**src/design/bnat_ram.sv**
```systemverilog
`timescale 1ns / 1ps
`default_nettype none
// ----------------------------------------------------------------------------
// Bus node address table memory
// Simple dual-port synchronous memory with a registered read port.
// ----------------------------------------------------------------------------
module bnat_ram #(
    parameter int DW    = 2,
    parameter int DEPTH = 256
) (
    input  wire logic                     clk,
    input  wire logic                     we,
    input  wire logic [$clog2(DEPTH)-1:0] waddr,
    input  wire logic [DW-1:0]            wdata,
    input  wire logic [$clog2(DEPTH)-1:0] raddr,
    output logic      [DW-1:0]            rdata
);

    logic [DW-1:0] mem [DEPTH];

    always_ff @(posedge clk)
    begin
        if (we)
        begin
            mem[waddr] <= wdata;
        end
        rdata <= mem[raddr];
    end

endmodule
`default_nettype wire

```
**config.mk**
```make
export PLATFORM = sky130hd
export DESIGN_NAME = bnat_ram
export DESIGN_NICKNAME = d
export VERILOG_FILES = /design/src/design/bnat_ram.sv
export SDC_FILE = /design/constraint.sdc
export NUM_CORES = 1
export LEC_CHECK = 0
export ABC_CLOCK_PERIOD_IN_PS = 2400
export BUFFER_PORTS_ARGS = -buffer_cell sky130_fd_sc_hd__clkbuf_2
export CORE_ASPECT_RATIO = 0.5
export CORE_MARGIN = 3
export CORE_UTILIZATION = 55
export DETAILED_ROUTE_END_ITERATION = 6
export PLACE_DENSITY = 0.71
export SLEW_MARGIN = 20
export SYNTH_ARGS = -nofsm -noshare
export SYNTH_HDL_FRONTEND = slang
export SYNTH_SLANG_ARGS = --single-unit
```
**constraint.sdc**
```tcl
create_clock -name clk -period 2.4 [get_ports clk]
set_input_delay 0.24 -clock clk [delete_from_list [all_inputs] [get_ports clk]]
set_output_delay 0.24 -clock clk [all_outputs]
set_load 0.01 [all_outputs]
```
* Word-level counts from Yosys, hierarchy flattened
Memory sizes are Yosys's and may differ from the RTL's. A register that Yosys moved wholly into a read port is not among the register bits.
Cells that the tools add are included.
** Storage, ports and cells
- Flip-flop bits (word level) :: 0
- Bits in writable memories :: 512
- Bits of input ports :: 20
- Output and inout port bits :: 2
- Logic and storage cells :: 3
- Memories kept :: 1
** Memory list
- mem :: words 256, width 2, rd ports 1, clocked after Yosys merged registers in 1, write ports 1, RTL line 19 : logic [DW-1:0] mem [DEPTH];
** Operators by class
- Muxes and demuxes :: 2
** Operators with widths (number)
- 2-to-1 mux 1 bit :: 2

* Logic depth before layout (Yosys ltp)
Gate-level depths: netlist of the first run.
- Word-level depth :: 2
- Gate-level depth with buffers :: 11
- Mapped depth without buffers :: 6

* Worst setup path before layout of the first run
No wires, ideal clock.
- Path type :: input to register
- Start point :: input port raddr[0]
- End point :: register rdata[0] (read register of mem)
- Library setup time :: 0.128 ns
- Arrival :: 1.875 ns
- Required time :: 2.272 ns
- Slack :: 0.398 ns
- Stages :: 8
- Buffers on the path :: 3
- Path through :: buf_6 buf_4 buf_4 mux4_2 a22oi_1 nand3_1 a32oi_1 a211oi_2
** RTL lines
- start: declaration :: RTL line 15 : input wire logic [$clog2(DEPTH)-1:0] raddr,
- end: declaration :: RTL line 16 : output logic [DW-1:0] rdata

==> results of run 1 <==
routing by layer:
metal | vias up | GRT usage
met5 | - | 0
met1 | 6109 | 0.372
met3 | 104 | 0.0723
met2 | 724 | 0.376
met4 | 0 | 0.0693
li1 | 5049 | -
cell usage in the layout, fill, tap and decap left out, drive strengths merged, types with 3 or more instances in the layout:
| cell type | count |
|---|---|
| edfxtp | 512 |
| nor2 | 268 |
| mux4 | 102 |
| buf | 99 |
| clkbuf | 70 |
| mux2i | 61 |
| nand2 | 29 |
| nand3 | 27 |
| clkinv | 24 |
| o21ai | 17 |
| o221ai | 16 |
| nor2b | 11 |
| a211oi | 11 |
| a21oi | 9 |
| nand4 | 9 |
| a22o | 8 |
| mux2 | 8 |
| o22ai | 8 |
| a2111oi | 8 |
| a221oi | 7 |
| inv | 6 |
| a22oi | 4 |
| o31ai | 4 |
| and2 | 3 |
worst max path at each step:
| stage | start | end | slack (ns) |
|---|---|---|---|
| after floorplan | raddr[0] | rdata[0]$_DFF_P_ | 0.40 |
| after global placement | raddr[0] | rdata[1]$_DFF_P_ | -0.05 |
| after detailed placement | raddr[0] | rdata[0]$_DFF_P_ | -0.08 |
| after CTS | mem[144][1]$_DFFE_PP_ | rdata[1]$_DFF_P_ | 0.20 |
| after global routing | mem[152][0]$_DFFE_PP_ | rdata[0]$_DFF_P_ | 0.01 |
| final | mem[152][0]$_DFFE_PP_ | rdata[0]$_DFF_P_ | 0.20 |
through the flow:
| stage | setup TNS [ns] | setup WS, ns | instances | power, mW | hold WS, ns |
|---|---|---|---|---|---|
| 2_1_floorplan | 0 | 0.398 | 1242 | 10.7 | 0.339 |
| 3_3_place_gp | -0.0674 | -0.0517 | 1788 | 11.1 | 0.646 |
| 3_5_place_dp | -0.152 | -0.0775 | 1788 | 11.1 | 0.655 |
| 4_1_cts | 0 | 0.204 | 1867 | 17.6 | 0.0711 |
| 5_1_grt | 0 | 0.0116 | 1867 | 18.1 | 0.0894 |
| 6_report | 0 | 0.201 | 1867 | 17.6 | 0.0836 |
power breakdown:
group,internal (mW),switching (mW)
Combinational,0.408,0.655
Sequential,9.89,0.0113
Clock,3.53,3.06
Total,13.8,3.73
state kept, by name, indices dropped and copies added, names as in the netlist:
name   flops
rdata      2
mem      512
final cells by class:
cell class,instances,area [sq um]
multi-input cells,632,5350
clock buffers,53,1160
clock inverters,26,135
flip-flops and latches,514,15400
repair buffers,116,1040
fillers,2661,14100
inverters,6,22.5
well taps,520,651
logic make-up (layout without fill, tap and decap cells):
logic type,after synthesis,count (layout)
DFF,514,514
and+or+nand+nor,354,354
muxes,171,171
AOI/OAI and AO/OA,107,107
buffers and inverters,96,201
==> results.py, run 1 <==
metrics = {
    "timing": {
        "setup_viol": 0,
        "slew_viol_final": 0,
        "fmaxAchievable_mhz": 455,
        "slew_headroom": 0.546,
        "hold_violations": 0,
        "rsz0062_at_grt": "no",
        "fin_crit_ns": 2.20,
        "min_period_over_period": 0.916,
        "tightest_slew_ns": 0.679,
        "skew_ns": 0.00938,
    },
    "pwr": {
        "powerDensity_nw_per_um2": 738,
        "p_leak_nw": 7.48,
        "ir_drop_v": 0.000460,
    },
    "cts": {
        "htreeDepth": 2,
        "clockRootBuffer": "clkbuf_16",
        "cts_buffer_depth": 3,
        "numCtsBuffers": 44,
        "post_cts_resized": 0,
        "path_clk_slew_ns": 0.06,
        "cts_hold_buffers": 0,
        "clock_latency_ns": 0.56,
        "postCtsSetupBuffers": 0,
        "cts_tree": "yes",
        "cts_sinks": 514,
    },
    "worst_setup_path": {
        "worst-setup-path-type": "reg -> reg",
        "worstSetupStartpointType": "flip-flop",
        "path_cells": "mux4_2 -> a22o_1 -> a211oi_1 -> buf_4 -> o21ai_0 -> a31oi_1 -> a211oi_2",
        "r2r_start": "mem[152][0]$_DFFE_PP_",
        "worst-r2r-cell-count": 7,
        "worstReg2RegEnd": "rdata[0]$_DFF_P_",
        "path_max_fanout": 1,
        "path_depth": 7,
        "slowest_stage": "mux4_2",
        "ff2ff_setup_slack_ns": 0.20,
        "cpPeakStageDelay_ns": 0.48,
        "critical_path_required_ns": 2.82,
        "endpoint_kind": "flip-flop",
        "cp.arrival_ns": 2.62,
        "critPathTopFamily": "compound AO/OA/AOI/OAI gates",
        "worst-path-buf-inv": 1,
    },
    "synthesis": {
        "yosysTopAreaCell": "edfxtp_1",
        "synth_warnings": 0,
        "synth_area_leaders": "edfxtp_1, mux4_2, nor2_1",
        "synth.distinct_cells": 51,
        "synth_top_family_by_area": "multiplexers",
        "synth_compound_area_frac": 0.0386,
        "synth_edf_count": 512,
        "synth_xor_xnor_area_share": 0,
        "netlist_top_cells_count": "edfxtp_1, nor2_1, mux4_2",
        "synth-adder-area-share": 0,
        "async_flop_share": 0,
        "ys_seq_area_frac": 0.721,
        "syn_area_sq_um": 21400,
        "post-synth-top-count-cell": "edfxtp_1",
        "synth_top_flop_cell": "edfxtp_1",
        "synthMuxAreaShare": 0.144,
        "synth_nets": 1262,
        "synthCells": 1242,
        "synth_top_cell_area_share": 0.719,
        "yosys.area_share.simple": 0.0676,
        "ys_seq_elements": 514,
        "avgSynthCellArea_sq_um": 17.2,
    },
    "drt": {
        "wl_met2_mm": 23.0,
        "highest_layer": "met4",
        "first_iter_violations": 1719,
        "drtAntennaViolNets": 0,
        "drt-vias-per-instance": 6.42,
        "vias": 11986,
        "wl_met1_mm": 20.7,
        "drt_pass1_iterations": 5,
        "totalWireLength_mm": 51.0,
        "wire_per_inst_um": 27.3,
        "wl_met3_mm": 6.09,
        "drc": 0,
    },
    "min_path": {
        "hold_end": "mem[7][0]$_DFFE_PP_",
        "hold_depth": 1,
        "hp-start": "wdata[0]",
        "hold_path_class": "in -> reg",
    },
    "outcome": {
        "outcome": "finished clean",
    },
    "die": {
        "coreArea_sq_um": 37800,
        "rows": 50,
        "dieArea_sq_um": 41400,
        "boundaryPins": 22,
        "die_w_um": 285,
        "initial_core_util": 0.565,
        "die-height_um": 145,
    },
    "layout": {
        "finish.utilization": 0.628,
        "syn_to_final_growth_pct": 11.1,
        "drive_gt1_frac": 0.198,
        "layout.nets": 1334,
        "diodes": 0,
        "design_area_sq_um": 23800,
    },
    "global_route": {
        "grt_usage": 0.253,
        "grt_pass1_wl_mm": 77.0,
        "grt_pass1_vias": 12115,
        "grt_max_degree": 99,
        "gr-total-overflow": 0,
        "antenna_found_initial": 0,
    },
    "placement": {
        "port_buffers": 21,
        "hpwl_mm": 32.2,
        "place_area_sq_um": 22500,
        "globalplace.congestion": 0.859,
    },
    "flow_run": {
        "maxCapViolCount": 0,
    },
}
Note: power is estimated with default switching activity, not from simulation.
==> run 2, diff against run 1 <==
CORE_ASPECT_RATIO = not set   (was 0.5)
==> run 2 against run 1 <==
- flip-flop and latch count unchanged
- die area down 0.35%
- global-route usage is 0.36 points lower
- sequential share of layout area shrank 1.0 points
- maximum frequency up 1.7%
- worst setup slack improved by 0.036 ns
- first-iteration DRC count down 8.7%
- combinational power about the same
- clock skew rose by 0.0061 ns
- non-clock buffer count down 3
- critical endpoint unchanged
- largest power group unchanged
==> results.py, run 2 (synthesized netlist as in run 1, its figures left out) <==
metrics = {
    "global_route": {
        "gr-total-overflow": 0,
        "grt_pass1_wl_mm": 76.5,
        "grt_pass1_vias": 12043,
        "grt_usage": 0.249,
        "grt.met2_usage": 0.398,
        "grtUsageMet1": 0.360,
        "busiest_layer": "met2",
        "grt_max_degree": 92,
        "antenna_found_initial": 3,
        "gr-usage-met3": 0.0485,
    },
    "placement": {
        "port_buffers": 21,
        "globalplace.congestion": 0.841,
        "dpl_worst_slack_ns": -0.165,
        "dpl.cell_count": 1775,
        "hpwl_mm": 31.8,
    },
    "cts": {
        "path_clk_slew_ns": 0.06,
        "cts_tree": "yes",
        "htreeDepth": 2,
        "clock_latency_ns": 0.57,
        "cts_buffer_depth": 3,
        "clockRootBuffer": "clkbuf_16",
        "cts_sinks": 514,
        "postCtsSetupBuffers": 0,
        "numCtsBuffers": 52,
    },
    "worst_setup_path": {
        "worst-setup-path-type": "reg -> reg",
        "cp.arrival_ns": 2.60,
        "endpoint_kind": "flip-flop",
        "worstSetupStartpointType": "flip-flop",
        "slowest_stage": "mux4_2",
        "critPathTopFamily": "compound AO/OA/AOI/OAI gates",
        "path_cells": "mux4_2 -> a22o_1 -> a211oi_1 -> o21ai_0 -> a31oi_1 -> buf_4 -> a211oi_2",
        "cpPeakStageDelay_ns": 0.46,
        "critical_path_required_ns": 2.84,
        "worst-path-buf-inv": 1,
        "r2r_start": "mem[144][0]$_DFFE_PP_",
        "path_max_fanout": 1,
        "startpoint": "mem[144][0]$_DFFE_PP_",
    },
    "die": {
        "coreArea_sq_um": 38000,
        "die-height_um": 203,
        "boundaryPins": 22,
        "rows": 71,
        "dieArea_sq_um": 41300,
        "initial_core_util": 0.562,
        "die_w_um": 203,
    },
    "layout": {
        "syn_to_final_growth_pct": 12.9,
        "final_common_cell": "edfxtp_1",
        "final_cell_mix": "edfxtp_1, nor2_1, mux4_2, buf_4, mux2i_1",
        "layout.nets": 1339,
        "regMostFlops": "mem",
        "fin_cells": 1872,
        "finish.utilization": 0.635,
        "drive_gt1_frac": 0.208,
        "largest_reg_flops": 512,
        "largest_registers": "mem: 512 flops, rdata: 2 flops",
    },
    "drt": {
        "drt-vias-per-instance": 6.35,
        "drtAntennaViolNets": 0,
        "vias": 11893,
        "first_iter_violations": 1570,
        "drt_pass1_iterations": 5,
        "drc": 0,
        "wire_per_inst_um": 27.0,
        "totalWireLength_mm": 50.6,
    },
    "timing": {
        "skew_ns": 0.0155,
        "slew_viol_final": 0,
        "rsz0062_at_grt": "no",
        "fin_hold_ws_ns": 0.117,
        "fin_ws_ns": 0.237,
        "slew_headroom": 0.558,
        "tns_ns": 0,
        "fmaxAchievable_mhz": 462,
        "fin_crit_ns": 2.16,
        "setup_viol": 0,
        "tightest_slew_ns": 0.662,
        "hold_violations": 0,
        "min_period_over_period": 0.901,
    },
    "pwr": {
        "power_frac_clock": 0.423,
        "powerDensity_nw_per_um2": 786,
        "p_sw_mw": 3.99,
        "ir_drop_v": 0.000785,
        "p_leak_nw": 7.65,
        "power.internal_mw": 15.0,
        "power_frac_comb": 0.055,
        "p_seq_frac": 0.522,
        "p_sw_frac": 0.210,
    },
    "min_path": {
        "hold_path_class": "in -> reg",
        "hp-start": "wdata[1]",
    },
    "flow_run": {
        "maxCapViolCount": 0,
    },
    "outcome": {
        "outcome": "finished clean",
    },
}
-- run 2: cell types whose count changed in the layout (fill, tap and decap cells not counted), sizes merged --
cell	delta
diode	+1
clkinvlp	+2
bufinv	+4
clkinv	-7
clkbuf	+16
dlygate4sd3	+1
buf	-3
-- run 2: worst register-to-register path, stage by stage, from the launching register on --
cell and delay (ns):
edfxtp_1 0.37, mux4_2 0.46, a22o_1 0.25, a211oi_1 0.27, o21ai_0 0.18, a31oi_1 0.29, buf_4 0.17, a211oi_2 0.04
-- run 2: cell type report --
class | instances | area [sq um]
well taps | 511 | 639
fillers | 2699 | 13900
multi-input cells | 632 | 5350
diodes | 1 | 2.50
clock inverters | 25 | 275
repair buffers | 113 | 1020
clock buffers | 70 | 1420
flip-flops and latches | 514 | 15400
inverters | 6 | 22.5
-- run 2: what timing repair did --
action,4_1_cts,5_1_grt
hold endpoints to repair,12,0
hold buffers,1,0
resized for setup,0,0
-- run 2: worst paths after layout --
| path | end | slack, ns | cells after the start |
|---|---|---|---|
| worst max-delay path | rdata[0]$_DFF_P_ | 0.24 | 7 |
| worst min-delay path | mem[161][1]$_DFFE_PP_ | 0.12 | 1 |
| worst max register to register | rdata[0]$_DFF_P_ | 0.24 | 7 |
| worst min register to register | rdata[1]$_DFF_P_ | 0.99 | 6 |
-- run 2: power groups by stage --
stage	Clock [mW]	Sequential, mW	Combinational [mW]
finish	8.02	9.90	1.05
floorplan	0	10.1	0.587
global route	8.48	9.90	1.11
global placement	0	10.1	1.02
detailed placement	0	10.1	1.04
CTS	8.11	9.90	1.04
-- run 2: routing by layer --
layer	share of wire	wire length, um	vias up
met1	0.39	19900	6073
li1	-	-	5081
met5	0.00045	23	-
met2	0.48	24300	645
met3	0.099	5030	90
met4	0.026	1300	4
-- run 2: through the flow --
step           power, mW  instance area [sq um]
4_1_cts             19.1                  24100
3_5_place_dp        11.1                  22400
2_1_floorplan       10.7                  21400
3_3_place_gp        11.1                  22400
5_1_grt             19.5                  24100
6_report            19.0                  24100
