**config.mk**
```make
export PLATFORM = sky130hd
export DESIGN_NAME = bnat_ctrl
export DESIGN_NICKNAME = d
export VERILOG_FILES = /design/src/design/bnat_pkg.sv /design/src/design/bnat_ctrl.sv
export SDC_FILE = /design/constraint.sdc
export NUM_CORES = 1
export LEC_CHECK = 0
export ABC_AREA = 1
export BUFFER_PORTS_ARGS = -buffer_cell sky130_fd_sc_hd__buf_2
export CORE_ASPECT_RATIO = 2
export CORE_MARGIN = 4
export CORE_UTILIZATION = 44
export CTS_CLUSTER_SIZE = 20
export DETAILED_ROUTE_END_ITERATION = 6
export GPL_TIMING_DRIVEN = 0
export PLACE_DENSITY = 0.63
export SLEW_MARGIN = 10
export SYNTH_ARGS = -nofsm -noshare
export SYNTH_HDL_FRONTEND = slang
export SYNTH_SLANG_ARGS = --single-unit
```
**constraint.sdc**
```tcl
create_clock -name clk -period 5.1 [get_ports clk]
set_input_delay 1.02 -clock clk [delete_from_list [all_inputs] [get_ports clk]]
set_output_delay 1.02 -clock clk [all_outputs]
set_load 0.02 [all_outputs]
```
**src/design/bnat_pkg.sv**
```systemverilog
`timescale 1ns / 1ps
`default_nettype none
// ----------------------------------------------------------------------------
// Bus node address table package
// Shared widths, codes, item types and memory request types.
// ----------------------------------------------------------------------------
package bnat_pkg;

    localparam int TABLE_DEPTH_DEF = 256;
    localparam int ID_W            = 8;
    localparam int SER_W           = 32;
    localparam int PORT_W          = 2;
    localparam int CNT_W           = 9;
    localparam int ACT_W           = 3;
    localparam int ST_W            = 3;
    localparam int CFG_IDX_W       = 2;
    localparam int CFG_DATA_W      = 32;
    localparam int ID_COUNT        = 256;

    localparam logic [ACT_W-1:0] ACT_REPORT  = 3'd0;
    localparam logic [ACT_W-1:0] ACT_REMOVE  = 3'd1;
    localparam logic [ACT_W-1:0] ACT_IDLE_ID = 3'd2;
    localparam logic [ACT_W-1:0] ACT_MSEARCH = 3'd3;
    localparam logic [ACT_W-1:0] ACT_MCHANGE = 3'd4;
    localparam logic [ACT_W-1:0] ACT_REINIT  = 3'd5;

    localparam logic [ST_W-1:0] ST_NONE     = 3'd0;
    localparam logic [ST_W-1:0] ST_INSERTED = 3'd1;
    localparam logic [ST_W-1:0] ST_CONFLICT = 3'd2;
    localparam logic [ST_W-1:0] ST_REMOVED  = 3'd3;
    localparam logic [ST_W-1:0] ST_FULL     = 3'd4;
    localparam logic [ST_W-1:0] ST_REFUSED  = 3'd5;
    localparam logic [ST_W-1:0] ST_NO_FREE  = 3'd6;

    localparam logic [CFG_IDX_W-1:0] CFG_PNP       = 2'd0;
    localparam logic [CFG_IDX_W-1:0] CFG_LOCAL_ID  = 2'd1;
    localparam logic [CFG_IDX_W-1:0] CFG_LOCAL_SER = 2'd2;

    localparam logic [ID_W-1:0] ID_NONE    = 8'hff;
    localparam logic [ID_W-1:0] ID_LAST    = 8'd254;
    localparam logic [ID_W-1:0] ID_FIRST   = 8'd1;
    localparam logic [ID_W-1:0] ID_BCAST   = 8'd255;

    typedef struct packed {
        logic [ACT_W-1:0]  action;
        logic [ID_W-1:0]   node_id;
        logic [SER_W-1:0]  serial_no;
        logic [PORT_W-1:0] port;
        logic [ID_W-1:0]   entry_index;
        logic [ID_W-1:0]   target_id;
        logic              search_up;
    } in_item_t;

    typedef struct packed {
        logic [ST_W-1:0]  status;
        logic [ID_W-1:0]  result_id;
        logic [CNT_W-1:0] entry_count;
    } out_item_t;

    typedef struct packed {
        logic [ID_W-1:0]   node_id;
        logic [SER_W-1:0]  serial;
        logic [PORT_W-1:0] port;
    } entry_t;

    typedef struct packed {
        logic            we;
        logic [ID_W-1:0] waddr;
        logic [1:0]      wdata;
        logic [ID_W-1:0] raddr;
    } map_req_t;

    typedef struct packed {
        logic            we;
        logic [ID_W-1:0] waddr;
        logic            wdata;
        logic [ID_W-1:0] raddr;
    } tab_req_t;

    typedef struct packed {
        logic            we;
        logic [ID_W-1:0] waddr;
        entry_t          wdata;
        logic [ID_W-1:0] raddr;
    } ent_req_t;

endpackage
`default_nettype wire

```
**src/design/bnat_ctrl.sv**
```systemverilog
`timescale 1ns / 1ps
`default_nettype none
// ----------------------------------------------------------------------------
// Bus node address table sequencer
// Walks the bitmap, entry and scratch memories for each action.
// ----------------------------------------------------------------------------
module bnat_ctrl #(
    parameter int TABLE_DEPTH = bnat_pkg::TABLE_DEPTH_DEF
) (
    input  wire logic                                  clk,
    input  wire logic                                  rst_n,
    input  wire logic                                  in_valid,
    output logic                                       in_stall,
    input  wire bnat_pkg::in_item_t                    in_item,
    output logic                                       out_valid,
    input  wire logic                                  out_stall,
    output bnat_pkg::out_item_t                        out_item,
    input  wire logic                                  cfg_valid,
    input  wire logic [bnat_pkg::CFG_IDX_W-1:0]        cfg_index,
    input  wire logic [bnat_pkg::CFG_DATA_W-1:0]       cfg_data,
    output bnat_pkg::map_req_t                         map_req,
    input  wire logic [1:0]                            map_rdata,
    output bnat_pkg::tab_req_t                         tab_req,
    input  wire logic                                  tab_rdata,
    output bnat_pkg::ent_req_t                         ent_req,
    input  wire bnat_pkg::entry_t                      ent_rdata
);

    localparam logic [4:0] S_IDLE    = 5'd0;
    localparam logic [4:0] S_RPT_MRD = 5'd1;
    localparam logic [4:0] S_RPT_MCK = 5'd2;
    localparam logic [4:0] S_RPT_ERD = 5'd3;
    localparam logic [4:0] S_RPT_ECK = 5'd4;
    localparam logic [4:0] S_RM_ID   = 5'd5;
    localparam logic [4:0] S_DROP    = 5'd6;
    localparam logic [4:0] S_SH_RD   = 5'd7;
    localparam logic [4:0] S_SH_WR   = 5'd8;
    localparam logic [4:0] S_IDL_RD  = 5'd9;
    localparam logic [4:0] S_IDL_CK  = 5'd10;
    localparam logic [4:0] S_TCLR    = 5'd11;
    localparam logic [4:0] S_TMK_RD  = 5'd12;
    localparam logic [4:0] S_TMK_WR  = 5'd13;
    localparam logic [4:0] S_CND_RD  = 5'd14;
    localparam logic [4:0] S_CND_CK  = 5'd15;
    localparam logic [4:0] S_MC_RD1  = 5'd16;
    localparam logic [4:0] S_MC_WR1  = 5'd17;
    localparam logic [4:0] S_MC_RD2  = 5'd18;
    localparam logic [4:0] S_MC_WR2  = 5'd19;
    localparam logic [4:0] S_MCLR    = 5'd20;
    localparam logic [4:0] S_MK0     = 5'd21;
    localparam logic [4:0] S_MK_RD   = 5'd22;
    localparam logic [4:0] S_MK_WR   = 5'd23;
    localparam logic [4:0] S_DONE    = 5'd24;

    localparam logic [bnat_pkg::CNT_W-1:0] DEPTH_CNT = bnat_pkg::CNT_W'(TABLE_DEPTH);
    localparam logic [bnat_pkg::CNT_W-1:0] LAST_ID_CNT = bnat_pkg::CNT_W'(bnat_pkg::ID_COUNT - 1);
    localparam logic [bnat_pkg::CNT_W-1:0] CAND_LAST = bnat_pkg::CNT_W'(bnat_pkg::ID_COUNT);

    logic [4:0]                     state_reg, state_next;
    logic [bnat_pkg::CNT_W-1:0]     k_reg, k_next;
    logic [bnat_pkg::CNT_W-1:0]     cnt_reg, cnt_next;
    logic [bnat_pkg::CNT_W-1:0]     vc_reg, vc_next;
    logic [bnat_pkg::ID_W-1:0]      cand_reg, cand_next;
    logic [bnat_pkg::ID_W-1:0]      drop_id_reg, drop_id_next;
    bnat_pkg::in_item_t             item_reg, item_next;
    logic [bnat_pkg::ST_W-1:0]      status_reg, status_next;
    logic [bnat_pkg::ID_W-1:0]      rid_reg, rid_next;
    logic [bnat_pkg::ID_W-1:0]      e0_id_reg, e0_id_next;
    logic [bnat_pkg::SER_W-1:0]     e0_ser_reg, e0_ser_next;
    logic                           pnp_reg, pnp_next;
    logic [bnat_pkg::ID_W-1:0]      lid_reg, lid_next;
    logic [bnat_pkg::SER_W-1:0]     lser_reg, lser_next;
    logic                           boot_reg, boot_next;
    logic                           out_valid_reg, out_valid_next;
    bnat_pkg::out_item_t            out_item_reg, out_item_next;
    logic [bnat_pkg::ID_W-1:0]      cand_norm;
    logic [bnat_pkg::CNT_W-1:0]     eidx_ext;
    logic                           accept;

    assign in_stall  = (state_reg != S_IDLE);
    assign accept    = in_valid && !in_stall;
    assign out_valid = out_valid_reg;
    assign out_item  = out_item_reg;
    assign eidx_ext  = bnat_pkg::CNT_W'(in_item.entry_index);

    always_comb
    begin
        cand_norm = cand_reg;
        if (cand_reg == '0 && !item_reg.search_up)
        begin
            cand_norm = bnat_pkg::ID_LAST;
        end
        else if (cand_reg == bnat_pkg::ID_BCAST && item_reg.search_up)
        begin
            cand_norm = bnat_pkg::ID_FIRST;
        end
    end

    always_comb
    begin
        state_next     = state_reg;
        k_next         = k_reg;
        cnt_next       = cnt_reg;
        vc_next        = vc_reg;
        cand_next      = cand_reg;
        drop_id_next   = drop_id_reg;
        item_next      = item_reg;
        status_next    = status_reg;
        rid_next       = rid_reg;
        e0_id_next     = e0_id_reg;
        e0_ser_next    = e0_ser_reg;
        pnp_next       = pnp_reg;
        lid_next       = lid_reg;
        lser_next      = lser_reg;
        boot_next      = boot_reg;
        out_valid_next = out_valid_reg && out_stall;
        out_item_next  = out_item_reg;
        map_req        = '0;
        tab_req        = '0;
        ent_req        = '0;

        if (cfg_valid)
        begin
            case (cfg_index)
                bnat_pkg::CFG_PNP:       pnp_next  = cfg_data[0];
                bnat_pkg::CFG_LOCAL_ID:  lid_next  = cfg_data[bnat_pkg::ID_W-1:0];
                bnat_pkg::CFG_LOCAL_SER: lser_next = cfg_data;
                default:                 ;
            endcase
        end

        case (state_reg)
            S_IDLE:
            begin
                if (accept)
                begin
                    item_next   = in_item;
                    status_next = bnat_pkg::ST_NONE;
                    rid_next    = '0;
                    k_next      = bnat_pkg::CNT_W'(1);
                    case (in_item.action)
                        bnat_pkg::ACT_REPORT:  state_next = S_RPT_MRD;
                        bnat_pkg::ACT_REMOVE:
                        begin
                            if (vc_reg <= bnat_pkg::CNT_W'(1) || eidx_ext >= vc_reg ||
                                eidx_ext == '0)
                            begin
                                status_next = bnat_pkg::ST_REFUSED;
                                state_next  = S_DONE;
                            end
                            else
                            begin
                                k_next     = eidx_ext;
                                state_next = S_RM_ID;
                            end
                        end
                        bnat_pkg::ACT_IDLE_ID: state_next = S_IDL_RD;
                        bnat_pkg::ACT_MSEARCH:
                        begin
                            k_next     = '0;
                            state_next = S_TCLR;
                        end
                        bnat_pkg::ACT_MCHANGE:
                        begin
                            lid_next   = in_item.target_id;
                            e0_id_next = in_item.target_id;
                            rid_next   = in_item.target_id;
                            state_next = S_MC_RD1;
                        end
                        bnat_pkg::ACT_REINIT:
                        begin
                            e0_id_next  = lid_reg;
                            e0_ser_next = lser_reg;
                            k_next      = '0;
                            state_next  = S_MCLR;
                        end
                        default:               state_next = S_DONE;
                    endcase
                end
            end
            S_RPT_MRD:
            begin
                map_req.raddr = item_reg.node_id;
                state_next    = S_RPT_MCK;
            end
            S_RPT_MCK:
            begin
                if (map_rdata[0])
                begin
                    if (e0_id_reg == item_reg.node_id)
                    begin
                        state_next = S_DONE;
                        if (e0_ser_reg != item_reg.serial_no)
                        begin
                            if (!pnp_reg)
                            begin
                                status_next = bnat_pkg::ST_REFUSED;
                            end
                            else
                            begin
                                map_req.we    = 1'b1;
                                map_req.waddr = item_reg.node_id;
                                map_req.wdata = 2'b11;
                                status_next   = bnat_pkg::ST_CONFLICT;
                            end
                        end
                    end
                    else
                    begin
                        state_next = S_RPT_ERD;
                    end
                end
                else if (vc_reg >= DEPTH_CNT)
                begin
                    status_next = bnat_pkg::ST_FULL;
                    state_next  = S_DONE;
                end
                else
                begin
                    map_req.we            = 1'b1;
                    map_req.waddr         = item_reg.node_id;
                    map_req.wdata         = 2'b01;
                    ent_req.we            = 1'b1;
                    ent_req.waddr         = vc_reg[bnat_pkg::ID_W-1:0];
                    ent_req.wdata.node_id = item_reg.node_id;
                    ent_req.wdata.serial  = item_reg.serial_no;
                    ent_req.wdata.port    = item_reg.port;
                    vc_next               = vc_reg + bnat_pkg::CNT_W'(1);
                    status_next           = bnat_pkg::ST_INSERTED;
                    state_next            = S_DONE;
                end
            end
            S_RPT_ERD:
            begin
                if (k_reg >= vc_reg)
                begin
                    state_next = S_DONE;
                end
                else
                begin
                    ent_req.raddr = k_reg[bnat_pkg::ID_W-1:0];
                    state_next    = S_RPT_ECK;
                end
            end
            S_RPT_ECK:
            begin
                if (ent_rdata.node_id == item_reg.node_id)
                begin
                    state_next = S_DONE;
                    if (ent_rdata.serial != item_reg.serial_no)
                    begin
                        if (!pnp_reg)
                        begin
                            drop_id_next = item_reg.node_id;
                            state_next   = S_DROP;
                        end
                        else
                        begin
                            map_req.we    = 1'b1;
                            map_req.waddr = item_reg.node_id;
                            map_req.wdata = 2'b11;
                            status_next   = bnat_pkg::ST_CONFLICT;
                        end
                    end
                end
                else
                begin
                    k_next     = k_reg + bnat_pkg::CNT_W'(1);
                    state_next = S_RPT_ERD;
                end
            end
            S_RM_ID:
            begin
                ent_req.raddr = k_reg[bnat_pkg::ID_W-1:0];
                state_next    = S_DROP;
            end
            S_DROP:
            begin
                map_req.we    = 1'b1;
                map_req.waddr = (item_reg.action == bnat_pkg::ACT_REMOVE) ?
                                ent_rdata.node_id : drop_id_reg;
                map_req.wdata = 2'b00;
                status_next   = bnat_pkg::ST_REMOVED;
                state_next    = S_SH_RD;
            end
            S_SH_RD:
            begin
                if (k_reg + bnat_pkg::CNT_W'(1) < vc_reg)
                begin
                    ent_req.raddr = k_reg[bnat_pkg::ID_W-1:0] + bnat_pkg::ID_W'(1);
                    state_next    = S_SH_WR;
                end
                else
                begin
                    vc_next    = vc_reg - bnat_pkg::CNT_W'(1);
                    state_next = S_DONE;
                end
            end
            S_SH_WR:
            begin
                ent_req.we    = 1'b1;
                ent_req.waddr = k_reg[bnat_pkg::ID_W-1:0];
                ent_req.wdata = ent_rdata;
                k_next        = k_reg + bnat_pkg::CNT_W'(1);
                state_next    = S_SH_RD;
            end
            S_IDL_RD:
            begin
                map_req.raddr = k_reg[bnat_pkg::ID_W-1:0];
                state_next    = S_IDL_CK;
            end
            S_IDL_CK:
            begin
                if (map_rdata == 2'b00)
                begin
                    rid_next    = k_reg[bnat_pkg::ID_W-1:0];
                    status_next = bnat_pkg::ST_NONE;
                    state_next  = S_DONE;
                end
                else if (k_reg[bnat_pkg::ID_W-1:0] == bnat_pkg::ID_LAST)
                begin
                    rid_next    = bnat_pkg::ID_NONE;
                    status_next = bnat_pkg::ST_NO_FREE;
                    state_next  = S_DONE;
                end
                else
                begin
                    k_next     = k_reg + bnat_pkg::CNT_W'(1);
                    state_next = S_IDL_RD;
                end
            end
            S_TCLR:
            begin
                tab_req.we    = 1'b1;
                tab_req.waddr = k_reg[bnat_pkg::ID_W-1:0];
                tab_req.wdata = 1'b0;
                if (k_reg == LAST_ID_CNT)
                begin
                    k_next     = bnat_pkg::CNT_W'(1);
                    state_next = S_TMK_RD;
                end
                else
                begin
                    k_next = k_reg + bnat_pkg::CNT_W'(1);
                end
            end
            S_TMK_RD:
            begin
                if (k_reg >= vc_reg)
                begin
                    cand_next  = item_reg.target_id;
                    cnt_next   = '0;
                    state_next = S_CND_RD;
                end
                else
                begin
                    ent_req.raddr = k_reg[bnat_pkg::ID_W-1:0];
                    state_next    = S_TMK_WR;
                end
            end
            S_TMK_WR:
            begin
                tab_req.we    = 1'b1;
                tab_req.waddr = ent_rdata.node_id;
                tab_req.wdata = 1'b1;
                k_next        = k_reg + bnat_pkg::CNT_W'(1);
                state_next    = S_TMK_RD;
            end
            S_CND_RD:
            begin
                tab_req.raddr = cand_norm;
                cand_next     = cand_norm;
                state_next    = S_CND_CK;
            end
            S_CND_CK:
            begin
                if (!tab_rdata)
                begin
                    rid_next    = cand_reg;
                    status_next = bnat_pkg::ST_NONE;
                    state_next  = S_DONE;
                end
                else if (cnt_reg == CAND_LAST)
                begin
                    rid_next    = bnat_pkg::ID_NONE;
                    status_next = bnat_pkg::ST_NO_FREE;
                    state_next  = S_DONE;
                end
                else
                begin
                    cand_next  = item_reg.search_up ? cand_reg + bnat_pkg::ID_W'(1) :
                                                      cand_reg - bnat_pkg::ID_W'(1);
                    cnt_next   = cnt_reg + bnat_pkg::CNT_W'(1);
                    state_next = S_CND_RD;
                end
            end
            S_MC_RD1:
            begin
                map_req.raddr = item_reg.node_id;
                state_next    = S_MC_WR1;
            end
            S_MC_WR1:
            begin
                map_req.we    = 1'b1;
                map_req.waddr = item_reg.node_id;
                map_req.wdata = {map_rdata[1], 1'b0};
                state_next    = S_MC_RD2;
            end
            S_MC_RD2:
            begin
                map_req.raddr = item_reg.target_id;
                state_next    = S_MC_WR2;
            end
            S_MC_WR2:
            begin
                map_req.we    = 1'b1;
                map_req.waddr = item_reg.target_id;
                map_req.wdata = {map_rdata[1], 1'b1};
                state_next    = S_DONE;
            end
            S_MCLR:
            begin
                map_req.we    = 1'b1;
                map_req.waddr = k_reg[bnat_pkg::ID_W-1:0];
                map_req.wdata = 2'b00;
                if (k_reg == LAST_ID_CNT)
                begin
                    state_next = S_MK0;
                end
                else
                begin
                    k_next = k_reg + bnat_pkg::CNT_W'(1);
                end
            end
            S_MK0:
            begin
                map_req.we    = 1'b1;
                map_req.waddr = e0_id_reg;
                map_req.wdata = 2'b01;
                k_next        = bnat_pkg::CNT_W'(1);
                state_next    = S_MK_RD;
            end
            S_MK_RD:
            begin
                if (k_reg >= vc_reg)
                begin
                    boot_next  = 1'b0;
                    state_next = boot_reg ? S_IDLE : S_DONE;
                end
                else
                begin
                    ent_req.raddr = k_reg[bnat_pkg::ID_W-1:0];
                    state_next    = S_MK_WR;
                end
            end
            S_MK_WR:
            begin
                map_req.we    = 1'b1;
                map_req.waddr = ent_rdata.node_id;
                map_req.wdata = 2'b01;
                k_next        = k_reg + bnat_pkg::CNT_W'(1);
                state_next    = S_MK_RD;
            end
            S_DONE:
            begin
                if (!out_valid_reg || !out_stall)
                begin
                    out_valid_next            = 1'b1;
                    out_item_next.status      = status_reg;
                    out_item_next.result_id   = rid_reg;
                    out_item_next.entry_count = vc_reg;
                    state_next                = S_IDLE;
                end
            end
            default:
            begin
                state_next = S_IDLE;
            end
        endcase
    end

    always_ff @(posedge clk or negedge rst_n)
    begin
        if (!rst_n)
        begin
            state_reg     <= S_MCLR;
            k_reg         <= '0;
            cnt_reg       <= '0;
            vc_reg        <= bnat_pkg::CNT_W'(1);
            e0_id_reg     <= bnat_pkg::ID_FIRST;
            e0_ser_reg    <= '0;
            pnp_reg       <= 1'b1;
            lid_reg       <= bnat_pkg::ID_FIRST;
            lser_reg      <= '0;
            boot_reg      <= 1'b1;
            out_valid_reg <= 1'b0;
        end
        else
        begin
            state_reg     <= state_next;
            k_reg         <= k_next;
            cnt_reg       <= cnt_next;
            vc_reg        <= vc_next;
            e0_id_reg     <= e0_id_next;
            e0_ser_reg    <= e0_ser_next;
            pnp_reg       <= pnp_next;
            lid_reg       <= lid_next;
            lser_reg      <= lser_next;
            boot_reg      <= boot_next;
            out_valid_reg <= out_valid_next;
        end
    end

    always_ff @(posedge clk)
    begin
        cand_reg     <= cand_next;
        drop_id_reg  <= drop_id_next;
        item_reg     <= item_next;
        status_reg   <= status_next;
        rid_reg      <= rid_next;
        out_item_reg <= out_item_next;
    end

    a_count_range: assert property (@(posedge clk) disable iff (!rst_n)
        vc_reg != '0 && vc_reg <= DEPTH_CNT)
        else $error("entry count out of range");

    a_entry_zero_kept: assert property (@(posedge clk) disable iff (!rst_n)
        ent_req.we |-> ent_req.waddr != '0)
        else $error("entry zero written in memory");

    a_idle_no_write: assert property (@(posedge clk) disable iff (!rst_n)
        state_reg == S_IDLE |-> !map_req.we && !ent_req.we && !tab_req.we)
        else $error("memory written while idle");

    a_busy_after_accept: assert property (@(posedge clk) disable iff (!rst_n)
        accept |=> in_stall)
        else $error("second item taken while busy");

endmodule
`default_nettype wire

```
-- Yosys cells after proc, flatten, opt, wreduce, memory -nomap -nowiden
Index checks and enable logic that the tools add are counted.
- input bits: 146
- logic and storage cells: 238
- output and inout port bits: 118
- register bits after elaboration: 216
- mux-type cells: 94
- reduce and logical (&&, ||, !) cells: 46
- add/sub/neg operators: 7
- order comparisons: 5
- bitwise logic cells: 1
- equal/unequal tests: 61
- operator list (kind ; count):
    $mux W8 ; 22
    $pmux W5 S23 ; 1
    $mux W9 ; 12
    $mux W51 ; 2
    $pmux W51 S2 ; 1
    $pmux W8 S3 ; 4
    $mux W5 ; 18
    $pmux W11 S8 ; 1
    $mux W11 ; 7
    $ne A32 B32 Y1 ; 2
    $pmux W9 S7 ; 1
    $eq A5 B5 Y1 const B ; 9
    $mux W3 ; 15
    $eq A5 B4 Y1 const B ; 8
    $pmux W9 S2 ; 2
    $ne A2 B2 Y1 const B ; 17
    $pmux W8 S2 ; 2
    $pmux W5 S6 ; 1
    $add A9 B1 Y9 const B ; 3
    $reduce_and A4 Y1 ; 6
    $eq A5 B3 Y1 const B ; 4
    $pmux W10 S2 ; 1
    $pmux W3 S6 ; 1
    $add A8 B1 Y8 const B ; 2
    other kinds (41) ; 72

-- Logic depth before layout (Yosys ltp)
Gate-level depths: netlist (run 1).
- depth in word-level cells: 7
- mapped depth: 17
- mapped depth without buffers: 17

-- Least setup slack after synthesis (run 1)
Ideal clock, no wire load.
- path kind: input-to-reg
- start point: in in_valid
- end point: reg lid_reg[3] in the netlist's numbering
- cell stages on the path: 4
- setup slack: 0.664 ns
- path buffers: 0
- setup time: 0.126 ns
- arrival: 4.310 ns
- required time: 4.974 ns
- path through: inv_1 > nor2_1 > nand2_1 > mux2_2
- longest elaborated chain between the ends: 3
- ends and longest elaborated chain (what ; line ; RTL):
    start: declaration ; bnat_ctrl.sv:12 ; input wire logic in_valid,
    $logic_and A1 B1 Y1 ; bnat_ctrl.sv:81 ; assign accept = in_valid && !in_stall;
    $mux W8 ; bnat_ctrl.sv:135 ; if (accept)
    $mux W8 ; bnat_ctrl.sv:132 ; case (state_reg)
    via lid_next, one bit ; bnat_ctrl.sv:71 ; logic [bnat_pkg::ID_W-1:0] lid_reg, lid_next;
    end signal: assignment ; bnat_ctrl.sv:493 ; lid_reg <= bnat_pkg::ID_FIRST;
    end signal: assignment ; bnat_ctrl.sv:507 ; lid_reg <= lid_next;
    end: declaration ; bnat_ctrl.sv:71 ;
The timed path passes the listed nets, and every way through them passes these cells.
A chain may end at the register's enable or synchronous reset.

==> results of run 1 <==
==> cell families after synthesis <==
kind of cell	share of synthesized area
and+or+nand+nor	0.199
AOI/OAI and AO/OA	0.123
xor gates and xnor gates	0.0449
muxes	0.0586
adders and majority gates	0.0414
buffers and inverters	0.0736
DFF	0.460
==> area by class of cell <==
| cell class | instances | area [µm²] |
|---|---|---|
| Sequential cell | 216 | 5920 |
| Buffer | 30 | 153 |
| Clock inverter | 14 | 139 |
| Inverter | 212 | 796 |
| Timing Repair Buffer | 268 | 1420 |
| Fill cell | 2806 | 13300 |
| Clock buffer | 26 | 618 |
| Multi-Input combinational cell | 1020 | 6030 |
| Tap cell | 360 | 450 |
==> path summary, 6_finish.rpt <==
path	slack (ns)	cells past startpoint	end	start
hold / removal	0.42	1	lser_reg[18]$_DFFE_PN0P_	rst_n
setup reg to reg	1.88	15	vc_reg[4]$_DFFE_PN0P_	k_reg[6]$_DFFE_PN0P_
setup / recovery	0.28	15	ent_req[1]	k_reg[6]$_DFFE_PN0P_
min in group clk	0.42	0	out_item[15]$_DFFE_PP_	rid_reg[6]$_DFFE_PP_
max in group asynchronous	3.90	2	lid_reg[0]$_DFF_PN1_	rst_n
hold reg to reg	0.42	0	out_item[15]$_DFFE_PP_	rid_reg[6]$_DFFE_PP_
==> cells in the mapped netlist (3+ instances only) <==
cell | instances | area, µm²
nand2_1 | 350 | 1310
inv_1 | 189 | 709
nor2_1 | 114 | 428
dfrtp_1 | 108 | 2700
edfxtp_1 | 101 | 3030
nand3_1 | 63 | 315
o21ai_0 | 62 | 310
a21oi_1 | 54 | 270
o22ai_1 | 52 | 325
xnor2_1 | 45 | 394
ha_1 | 41 | 513
mux2_4 | 30 | 450
mux2_2 | 27 | 304
inv_2 | 21 | 78.8
xor2_1 | 21 | 184
nand4_1 | 19 | 119
o211ai_1 | 17 | 128
a22o_1 | 15 | 131
nor3_1 | 15 | 75.1
o21ai_1 | 13 | 65.1
o2111ai_1 | 12 | 105
clkbuf_1 | 9 | 33.8
a22oi_1 | 8 | 60.1
buf_1 | 8 | 30.0
buf_2 | 8 | 40.0
dfstp_2 | 7 | 184
nor2_2 | 6 | 37.5
or2_2 | 6 | 37.5
a211oi_1 | 5 | 37.5
nor4_1 | 5 | 31.3
o221ai_1 | 5 | 43.8
nand2_2 | 4 | 25.0
nor2_4 | 4 | 45.0
a31oi_1 | 3 | 18.8
buf_6 | 3 | 33.8
nand2_4 | 3 | 33.8
nor3_4 | 3 | 48.8
==> power by group through the flow <==
stage	registers [µW]	logic, µW	clock network [µW]
3_3_place_gp	1950	279	0
3_5_place_dp	1950	288	0
4_1_cts	1920	290	1750
2_1_floorplan	1940	147	0
6_report	1920	288	1720
5_1_grt	1920	320	1810
==> cells in the final DEF, fill, tap and decap left out, types with 24 or more instances in the layout <==
cell type / instances
a21oi_1: 53
buf_2: 270
clkbuf_16: 24
dfrtp_1: 108
edfxtp_1: 101
ha_1: 41
inv_1: 189
mux2_2: 27
mux2_4: 30
nand2_1: 350
nand3_1: 63
nor2_1: 113
o21ai_0: 62
o22ai_1: 52
xnor2_1: 45
==> through the flow <==
stage	setup TNS, ns	hold WS [ns]	setup slack (ns)	total power (µW)
floorplan	0	0.400	0.664	2090
detailed placement	0	0.405	0.742	2240
CTS	0	0.420	0.294	3960
finish	0	0.418	0.280	3920
global route	0	0.422	0.145	4050
global placement	-23.09	0.403	-1.26	2230
==> routing by layer <==
layer	up-vias	track usage	routed length, µm
met3	140	0.0403	2920
met2	503	0.534	25200
met5	-	0	0
met4	0	0.163	3160
li1	5574	-	-
met1	5587	0.310	16300
==> worst max-delay path, delay by kind of cell, from the launching register on <==
kind / cells / cell delay, ns
simple gates: 6 / 0.99
fa+ha+maj: 2 / 0.50
buf+inv: 5 / 0.89
flops: 1 / 0.46
compound gates: 2 / 0.44
==> summary.log, run 1 <==
qor: min_path.worst_min_delay_path_category primary input to async pin
qor: critical_path.cp_max_fo 8
qor: synth.synth_warnings 0
qor: route.route.detailed.vias_per_inst 5.50
qor: route.wire_per_inst 22.2 µm
qor: critical_path.crit_chain inv_1, nor3_1, nand2_1, inv_1, ha_1, inv_1, ha_1, nand2_1, nor2_1, nand3b_1, o2111ai_1, nor2_1, inv_1, o22ai_1, buf_2
qor: floorplanning.die_y 250 µm
qor: route.detail_route.iter0.violations 775
qor: layout.syn2layout_area_growth 20.5%
qor: synth.yosys_most_used_dff dfrtp_1
qor: status.outcome finished, final reports clean
qor: global_route.grtUsageTotal 0.291
qor: pwr.power_frac_comb 0.073
qor: pwr.p_leak 0.00760 µW
qor: synth.synth_edf_count 101
qor: timing.timing.clock.skew 0.0127 ns
qor: pwr.worst_ir_drop_vdd 0.280 mV
qor: timing.normalized_max_slew_margin 0.427
qor: route.routed_wl 47.6 mm
qor: place.gp_congestion 0.990
qor: critical_path.cp_data_required_time 4.08 ns
qor: floorplanning.start_util 0.446
qor: synth.mappedNetlistArea 12900 µm²
qor: floorplanning.boundaryPins 264
qor: route.drtPass1Iterations 5
qor: critical_path.critical_path.most_common_cell inv_1
qor: pwr.p_int 2990 µW
qor: clock_tree.count_of_instances_resized_after_the_clock_tree_is_built 0
qor: critical_path.arrival 3.80 ns
qor: timing.final_setup_violation_count 0
qor: floorplanning.row_count 88
qor: critical_path.crit_path_start_kind register
qor: critical_path.cpMaxStageDelayCell dfrtp_1
qor: clock_tree.clock_tree_root clkbuf_16
qor: critical_path.path_class register to primary output
qor: critical_path.worstSetupEndpointType primary output
qor: global_route.grt_first_pass_wirelength 70.9 mm
qor: route.route.antenna.remaining_nets 0
qor: timing.final_period_minus_worst_setup_slack 4.82 ns
qor: place.placedCellCount 2106
qor: synth.ys_ff_latch 216
qor: pwr.cellPowerDensity 253 nW/µm²
qor: clock_tree.post_cts_hold_buffer_count 0
qor: global_route.antenna_found_initial 0
qor: synth.synth_nets 1666
qor: layout.utilization 0.538
qor: route.num_vias 11800
qor: clock_tree.cts-htree-levels 1
qor: clock_tree.post-cts-setup-buffer-count 0
qor: floorplanning.die_w 129 µm
qor: timing.slew_viol_final 0
qor: clock_tree.tritoncts_clock_tree done
qor: place.port_buffers 263
qor: synth.syn_inst 1478
qor: timing.finalCritPeriodShare 0.945
qor: clock_tree.insertion_delay 0.53 ns
qor: floorplanning.fp.coreArea 28800 µm²
qor: synth.async_flop_share 0.532
qor: pwr.share_of_total_power_consumed_by_net_switching 0.239
qor: clock_tree.cts-root-to-sink-buffers 3
qor: timing.grt_setup_unrepaired false
qor: layout.largest_register_ffs 54
qor: synth.syn-mean-instance-area 8.71 µm²
qor: global_route.grt_max_degree 72
qor: clock_tree.numCtsBuffers 22
qor: layout.design.final.nets 1958
qor: synth.share_of_the_yosys_chip_area_belonging_to_registers 0.460
qor: global_route.grt_overflow 0
qor: floorplanning.die-area 32200 µm²
qor: timing.fmax 0.207 GHz
qor: pwr.seq_power_share 0.488
qor: timing.timing_worst_slew_pin_value 0.852 ns
qor: layout.instances_no_fill 2146
qor: layout.final_instance_area 15500 µm²
qor: route.post-route-drc-count 0
qor: layout.antennaDiodeCount 0
qor: place.dp_area 14800 µm²
qor: pwr.power_switching 937 µW
qor: place.hpwl 38.8 mm
qor: flow_run.maxCapViolCount 0
qor: layout.drive_gt1_frac 0.245
qor: clock_tree.clkSlewWorstSetupHoldPaths 0.07 ns
qor: clock_tree.clock_sink_count 216
qor: pwr.clock_power_share 0.438
qor: critical_path.crit_path_max_incr_delay 0.46 ns
qor: global_route.grt_pass1_vias 12000
qor: synth.synth.distinct_cells 54
qor: timing.finalHoldViolations 0
Note: power is estimated with default switching activity, not from simulation.
==> run 2, diff against run 1 <==
--- a/constraint.sdc
+++ b/constraint.sdc
@@ -3,2 +3,2 @@
 set_output_delay 1.02 -clock clk [all_outputs]
-set_load 0.02 [all_outputs]
+set_load 0.1 [all_outputs]
==> summary.log, run 2 (synthesis gave the netlist of run 1 again) <==
qor: timing.final_period_minus_worst_setup_slack 4.90 ns [+0.0769 ns]
qor: clock_tree.clock_sink_count 216 [unchanged]
qor: clock_tree.numCtsBuffers 22 [unchanged]
qor: layout.syn2layout_area_growth 20.7% [about the same]
qor: place.gp_congestion 0.990 [unchanged]
qor: layout.layout.cells.most_common nand2_1
qor: critical_path.worst_setup_path_startpoint k_reg[6]$_DFFE_PN0P_
qor: critical_path.crit_path_start_kind register
qor: route.detail_route.iter0.violations 790 [+1.9%]
qor: timing.timing.clock.skew 0.0125 ns [-0.000267 ns]
qor: critical_path.cp_max_fo 8 [unchanged]
qor: global_route.grt_first_pass_wirelength 70.9 mm [unchanged]
qor: timing.grt_setup_unrepaired false
qor: timing.finalHoldViolations 0 [unchanged]
qor: flow_run.maxCapViolCount 0 [unchanged]
qor: clock_tree.post-cts-setup-buffer-count 0 [unchanged]
qor: critical_path.worstSetupEndpointType primary output
qor: status.outcome finished, final reports clean
qor: place.hpwl 38.8 mm [unchanged]
qor: clock_tree.tritoncts_clock_tree done
qor: timing.finalCritPeriodShare 0.960 [+0.0151]
qor: pwr.p_leak 0.00760 µW [about the same]
qor: pwr.total_power 4030 µW [+2.7%]
qor: timing.final_setup_violation_count 0 [unchanged]
qor: floorplanning.die_w 129 µm [unchanged]
qor: floorplanning.die_y 250 µm [unchanged]
qor: min_path.worst_min_delay_path_category primary input to async pin
qor: global_route.grtUsageTotal 0.291 [unchanged]
qor: layout.instances_no_fill 2146 [unchanged]
qor: floorplanning.row_count 88 [unchanged]
qor: floorplanning.start_util 0.446 [unchanged]
qor: clock_tree.clkSlewWorstSetupHoldPaths 0.06 ns [about the same]
qor: layout.design.final.nets 1958 [unchanged]
qor: route.num_vias 11800 [+0.21%]
qor: critical_path.path_class register to primary output
qor: critical_path.r2r-start k_reg[6]$_DFFE_PN0P_
qor: critical_path.arrival 3.88 ns [+0.08 ns]
qor: place.placedCellCount 2106 [unchanged]
qor: route.drtPass1Iterations 5 [unchanged]
qor: layout.num-fill-cells 2805 [-0.036%]
qor: clock_tree.count_of_instances_resized_after_the_clock_tree_is_built 0 [unchanged]
qor: clock_tree.cts-root-to-sink-buffers 3 [unchanged]
qor: timing.normalized_max_slew_margin 0.455 [+0.0283]
qor: timing.fmax 0.204 GHz [-1.6%]
qor: clock_tree.clock_tree_root clkbuf_16
qor: layout.utilization 0.539 [about the same]
qor: clock_tree.cts-htree-levels 1 [unchanged]
qor: clock_tree.insertion_delay 0.53 ns [about the same]
qor: pwr.worst_ir_drop_vdd 0.287 mV [+2.4%]
qor: route.wire_per_inst 22.1 µm [-0.11%]
qor: clock_tree.post_cts_hold_buffer_count 0 [unchanged]
qor: global_route.grt_max_degree 72 [unchanged]
qor: global_route.grt_pass1_vias 12000 [unchanged]
qor: route.route.detailed.vias_per_inst 5.51 [+0.21%]
qor: route.routed_wl 47.5 mm [-0.11%]
qor: floorplanning.die-area 32200 µm² [unchanged]
qor: timing.slew_viol_final 0 [unchanged]
qor: global_route.grt_overflow 0 [unchanged]
qor: critical_path.worstReg2RegEnd vc_reg[6]$_DFFE_PN0P_
qor: critical_path.rrSetupSlack 1.84 ns [-0.04 ns]
qor: critical_path.r2r_cells 15 [unchanged]
qor: critical_path.cp_data_required_time 4.08 ns [about the same]
qor: timing.timing_worst_slew_pin_value 0.818 ns [-0.0346 ns]
qor: route.post-route-drc-count 0 [unchanged]
qor: layout.mostFrequentLayoutCells nand2_1 (350), buf_2 (265), inv_1 (189)
qor: layout.drive_gt1_frac 0.246 [+0.000560]
qor: floorplanning.boundaryPins 264 [unchanged]
qor: layout.largest_register_ffs 54 [unchanged]
qor: floorplanning.fp.coreArea 28800 µm² [unchanged]
qor: route.route.antenna.remaining_nets 0 [unchanged]
qor: global_route.antenna_found_initial 0 [unchanged]
qor: layout.antennaDiodeCount 0 [unchanged]
qor: pwr.cellPowerDensity 259 nW/µm² [+2.6%]
qor: place.port_buffers 263 [unchanged]
[run 2: how the worst max path moves through the flow]
stage	endpoint	slack, ns	cells after the start
floorplan	map_req[17]	0.04	11
global placement	lid_reg[6]$_DFF_PN0_	-1.26	7
detailed placement	map_req[11]	0.48	15
CTS	ent_req[1]	0.03	15
global route	ent_req[1]	0.09	16
finish	ent_req[1]	0.20	15
[run 2: stage by stage]
| stage | TNS [ns] | cell area [µm²] | hold WS, ns | setup WS (ns) |
|---|---|---|---|---|
| 3_3_place_gp | -23.09 | 14600 | 0.403 | -1.26 |
| 5_1_grt | 0 | 15500 | 0.422 | 0.0924 |
| 4_1_cts | 0 | 15500 | 0.420 | 0.0295 |
| 6_report | 0 | 15500 | 0.418 | 0.203 |
| 3_5_place_dp | 0 | 14800 | 0.405 | 0.478 |
| 2_1_floorplan | 0 | 12900 | 0.400 | 0.0448 |
[run 2: layout make-up]
cell class / instances / area [µm²] / share of cell area
multi-input combinational: 1020 / 6030 / 0.388
clock buffer: 26 / 618 / 0.0398
timing repair buffer: 268 / 1430 / 0.0920
tap: 360 / 450 / 0.0290
buffer: 30 / 153 / 0.00982
sequential: 216 / 5920 / 0.381
clock inverter: 14 / 139 / 0.00894
inverter: 212 / 796 / 0.0512
[run 2: metal layers]
| layer | GRT usage | share of wire |
|---|---|---|
| met4 | 0.163 | 0.064 |
| met1 | 0.310 | 0.34 |
| met5 | 0 | 0 |
| met3 | 0.0403 | 0.060 |
| met2 | 0.534 | 0.53 |
[run 2: critical path, cell delays in order (launching register included)]
cell	delay [ns]
dfrtp_1	0.46
inv_1	0.29
nor3_1	0.32
nand2_1	0.11
inv_1	0.07
ha_1	0.24
inv_1	0.13
ha_1	0.26
nand2_1	0.08
nor2_1	0.06
nand3b_1	0.08
o2111ai_1	0.20
nor2_2	0.26
inv_1	0.16
o22ai_1	0.23
clkbuf_4	0.39
[run 2: where the power goes]
| part | internal (µW) | switching, µW |
|---|---|---|
| clock | 979 | 742 |
| sequential | 1880 | 35.5 |
| combinational | 128 | 267 |
==> run 3, diff against run 2 <==
Settings changed: CTS_BUF_LIST from default to sky130_fd_sc_hd__clkbuf_4 sky130_fd_sc_hd__clkbuf_8 sky130_fd_sc_hd__clkbuf_16.
==> summary.log, run 3 (synthesis gave the netlist of run 1 again) <==
qor: status.outcome finished, final reports clean
qor: pwr.share_of_total_power_consumed_by_net_switching 0.259 [-0.000266]
qor: pwr.power_frac_comb 0.098 [about the same]
qor: route.detail_route.iter0.violations 790 [unchanged]
qor: pwr.seq_power_share 0.475 [about the same]
qor: critical_path.cpMaxStageDelayCell dfrtp_1
qor: pwr.p_leak 0.00760 µW [about the same]
qor: critical_path.cp_data_required_time 4.08 ns [about the same]
qor: route.wire_per_inst 22.2 µm [about the same]
qor: layout.largest_register_ffs 54 [unchanged]
qor: critical_path.crit_chain inv_1, nor3_1, nand2_1, inv_1, ha_1, inv_1, ha_1, nand2_1, nor2_1, nand3b_1, o2111ai_1, nor2_2, inv_1, o22ai_1, clkbuf_4
qor: clock_tree.clkSlewWorstSetupHoldPaths 0.06 ns [about the same]
qor: floorplanning.boundaryPins 264 [unchanged]
qor: pwr.worst_ir_drop_vdd 0.287 mV [about the same]
qor: timing.finalHoldViolations 0 [unchanged]
qor: global_route.grtUsageTotal 0.291 [unchanged]
qor: floorplanning.die_y 250 µm [unchanged]
qor: route.route.antenna.remaining_nets 0 [unchanged]
qor: critical_path.worstSetupEndpointType primary output
qor: route.num_vias 11800 [+0.034%]
qor: clock_tree.count_of_instances_resized_after_the_clock_tree_is_built 0 [unchanged]
qor: critical_path.worst-path-buf-inv 5 [unchanged]
qor: critical_path.crit_path_start_kind register
qor: timing.timing_worst_slew_pin_value 0.818 ns [-0.000000179 ns]
qor: place.hpwl 38.8 mm [unchanged]
qor: place.port_buffers 263 [unchanged]
qor: critical_path.crit_path_max_incr_delay 0.46 ns [about the same]
qor: pwr.clock_power_share 0.428 [about the same]
qor: layout.drive_gt1_frac 0.246 [+0.000560]
qor: layout.final_instance_area 15500 µm² [about the same]
qor: timing.finalCritPeriodShare 0.962 [+0.00176]
qor: layout.mostFrequentLayoutCells nand2_1 (350), buf_2 (265), inv_1 (189)
qor: timing.grt_setup_unrepaired false
qor: route.routed_wl 47.5 mm [about the same]
qor: clock_tree.numCtsBuffers 22 [unchanged]
qor: timing.worst_case_setup_margin_in_the_final_layout 0.194 ns [-0.00897 ns]
qor: critical_path.arrival 3.89 ns [about the same]
qor: place.pre_cts_ws 0.478 ns [unchanged]
qor: critical_path.path_class register to primary output
qor: floorplanning.die_w 129 µm [unchanged]
qor: clock_tree.tritoncts_clock_tree done
qor: route.post-route-drc-count 0 [unchanged]
qor: route.route.detailed.vias_per_inst 5.51 [about the same]
qor: pwr.power_switching 1040 µW [about the same]
qor: timing.timing.clock.skew 0.0126 ns [+0.000190 ns]
qor: timing.slew_viol_final 0 [unchanged]
qor: floorplanning.start_util 0.446 [unchanged]
qor: timing.final_setup_violation_count 0 [unchanged]
qor: route.drtPass1Iterations 5 [unchanged]
qor: timing.normalized_max_slew_margin 0.455 [unchanged]
qor: layout.syn2layout_area_growth 20.7% [about the same]
qor: global_route.grt_max_degree 72 [unchanged]
qor: clock_tree.cts-root-to-sink-buffers 3 [unchanged]
qor: place.gp_congestion 0.990 [unchanged]
qor: layout.antennaDiodeCount 0 [unchanged]
qor: global_route.grt_first_pass_wirelength 70.9 mm [unchanged]
qor: timing.final_period_minus_worst_setup_slack 4.91 ns [+0.00897 ns]
qor: critical_path.critical_path.most_common_cell inv_1
qor: pwr.total_power 4040 µW [+0.14%]
qor: flow_run.maxCapViolCount 0 [unchanged]
qor: global_route.antenna_found_initial 0 [unchanged]
qor: min_path.worst_min_delay_path_category primary input to async pin
qor: clock_tree.clock_sink_count 216 [unchanged]
qor: clock_tree.cts-htree-levels 1 [unchanged]
qor: global_route.grt_overflow 0 [unchanged]
qor: pwr.cellPowerDensity 260 nW/µm² [+0.12%]
qor: critical_path.critical-path-top-delay-family buffers and inverters
qor: floorplanning.row_count 88 [unchanged]
qor: critical_path.cp_max_fo 8 [unchanged]
qor: clock_tree.post-cts-setup-buffer-count 0 [unchanged]
qor: floorplanning.fp.coreArea 28800 µm² [unchanged]
qor: timing.fmax 0.204 GHz [-0.18%]
qor: pwr.p_int 2990 µW [+0.18%]
qor: clock_tree.clock_tree_root clkbuf_16
qor: floorplanning.die-area 32200 µm² [unchanged]
qor: global_route.grt_pass1_vias 12000 [unchanged]
qor: layout.design.final.nets 1958 [unchanged]
qor: layout.layout.cells.most_common nand2_1
qor: place.dp_area 14800 µm² [unchanged]
qor: clock_tree.insertion_delay 0.53 ns [about the same]
qor: clock_tree.post_cts_hold_buffer_count 0 [unchanged]
## run 3: cell count changes in the layout (fill, tap and decap cells not counted)
cell      previous run  this run
clkbuf_1            10         9
clkbuf_4             5         6
## run 3: power groups by stage
stage / logic (µW) / registers (µW) / clock network, µW
after floorplan: 253 / 1940 / 0
after global placement: 386 / 1950 / 0
after detailed placement: 395 / 1950 / 0
after CTS: 396 / 1920 / 1760
after global routing: 427 / 1920 / 1810
final: 395 / 1920 / 1730
## run 3: final timing paths
check / startpoint / endpoint / slack, ns / cells past startpoint
max in group asynchronous: rst_n / lid_reg[0]$_DFF_PN1_ / 3.89 / 2
setup / recovery: k_reg[6]$_DFFE_PN0P_ / ent_req[1] / 0.19 / 15
hold / removal: rst_n / lser_reg[18]$_DFFE_PN0P_ / 0.42 / 1
setup reg to reg: k_reg[6]$_DFFE_PN0P_ / vc_reg[6]$_DFFE_PN0P_ / 1.83 / 15
hold reg to reg: rid_reg[6]$_DFFE_PP_ / out_item[15]$_DFFE_PP_ / 0.42 / 0
min in group clk: rid_reg[6]$_DFFE_PP_ / out_item[15]$_DFFE_PP_ / 0.42 / 0
## run 3: final cells by class
class	count	area (µm²)
Fill cell	2805	13300
Buffer	30	153
Sequential cell	216	5920
Inverter	212	796
Multi-Input combinational cell	1020	6030
Clock inverter	14	139
Tap cell	360	450
Clock buffer	26	622
Timing Repair Buffer	268	1430
## run 3: metal layers
layer,part of all wire,up-vias,global-route usage,wire length [µm]
met5,0,-,0,0
met4,0.064,0,0.163,3050
met3,0.060,133,0.0403,2880
met2,0.53,525,0.534,25200
met1,0.34,5602,0.310,16400
li1,-,5573,-,-
## run 3: per-stage QoR
stage	instances	hold WS, ns	setup TNS, ns	utilization
4_1_cts	2146	0.420	0	0.538
3_5_place_dp	2106	0.405	0	0.512
5_1_grt	2146	0.422	0	0.539
6_report	2146	0.418	0	0.539
2_1_floorplan	1478	0.400	0	-
3_3_place_gp	2101	0.403	-23.09	0.508
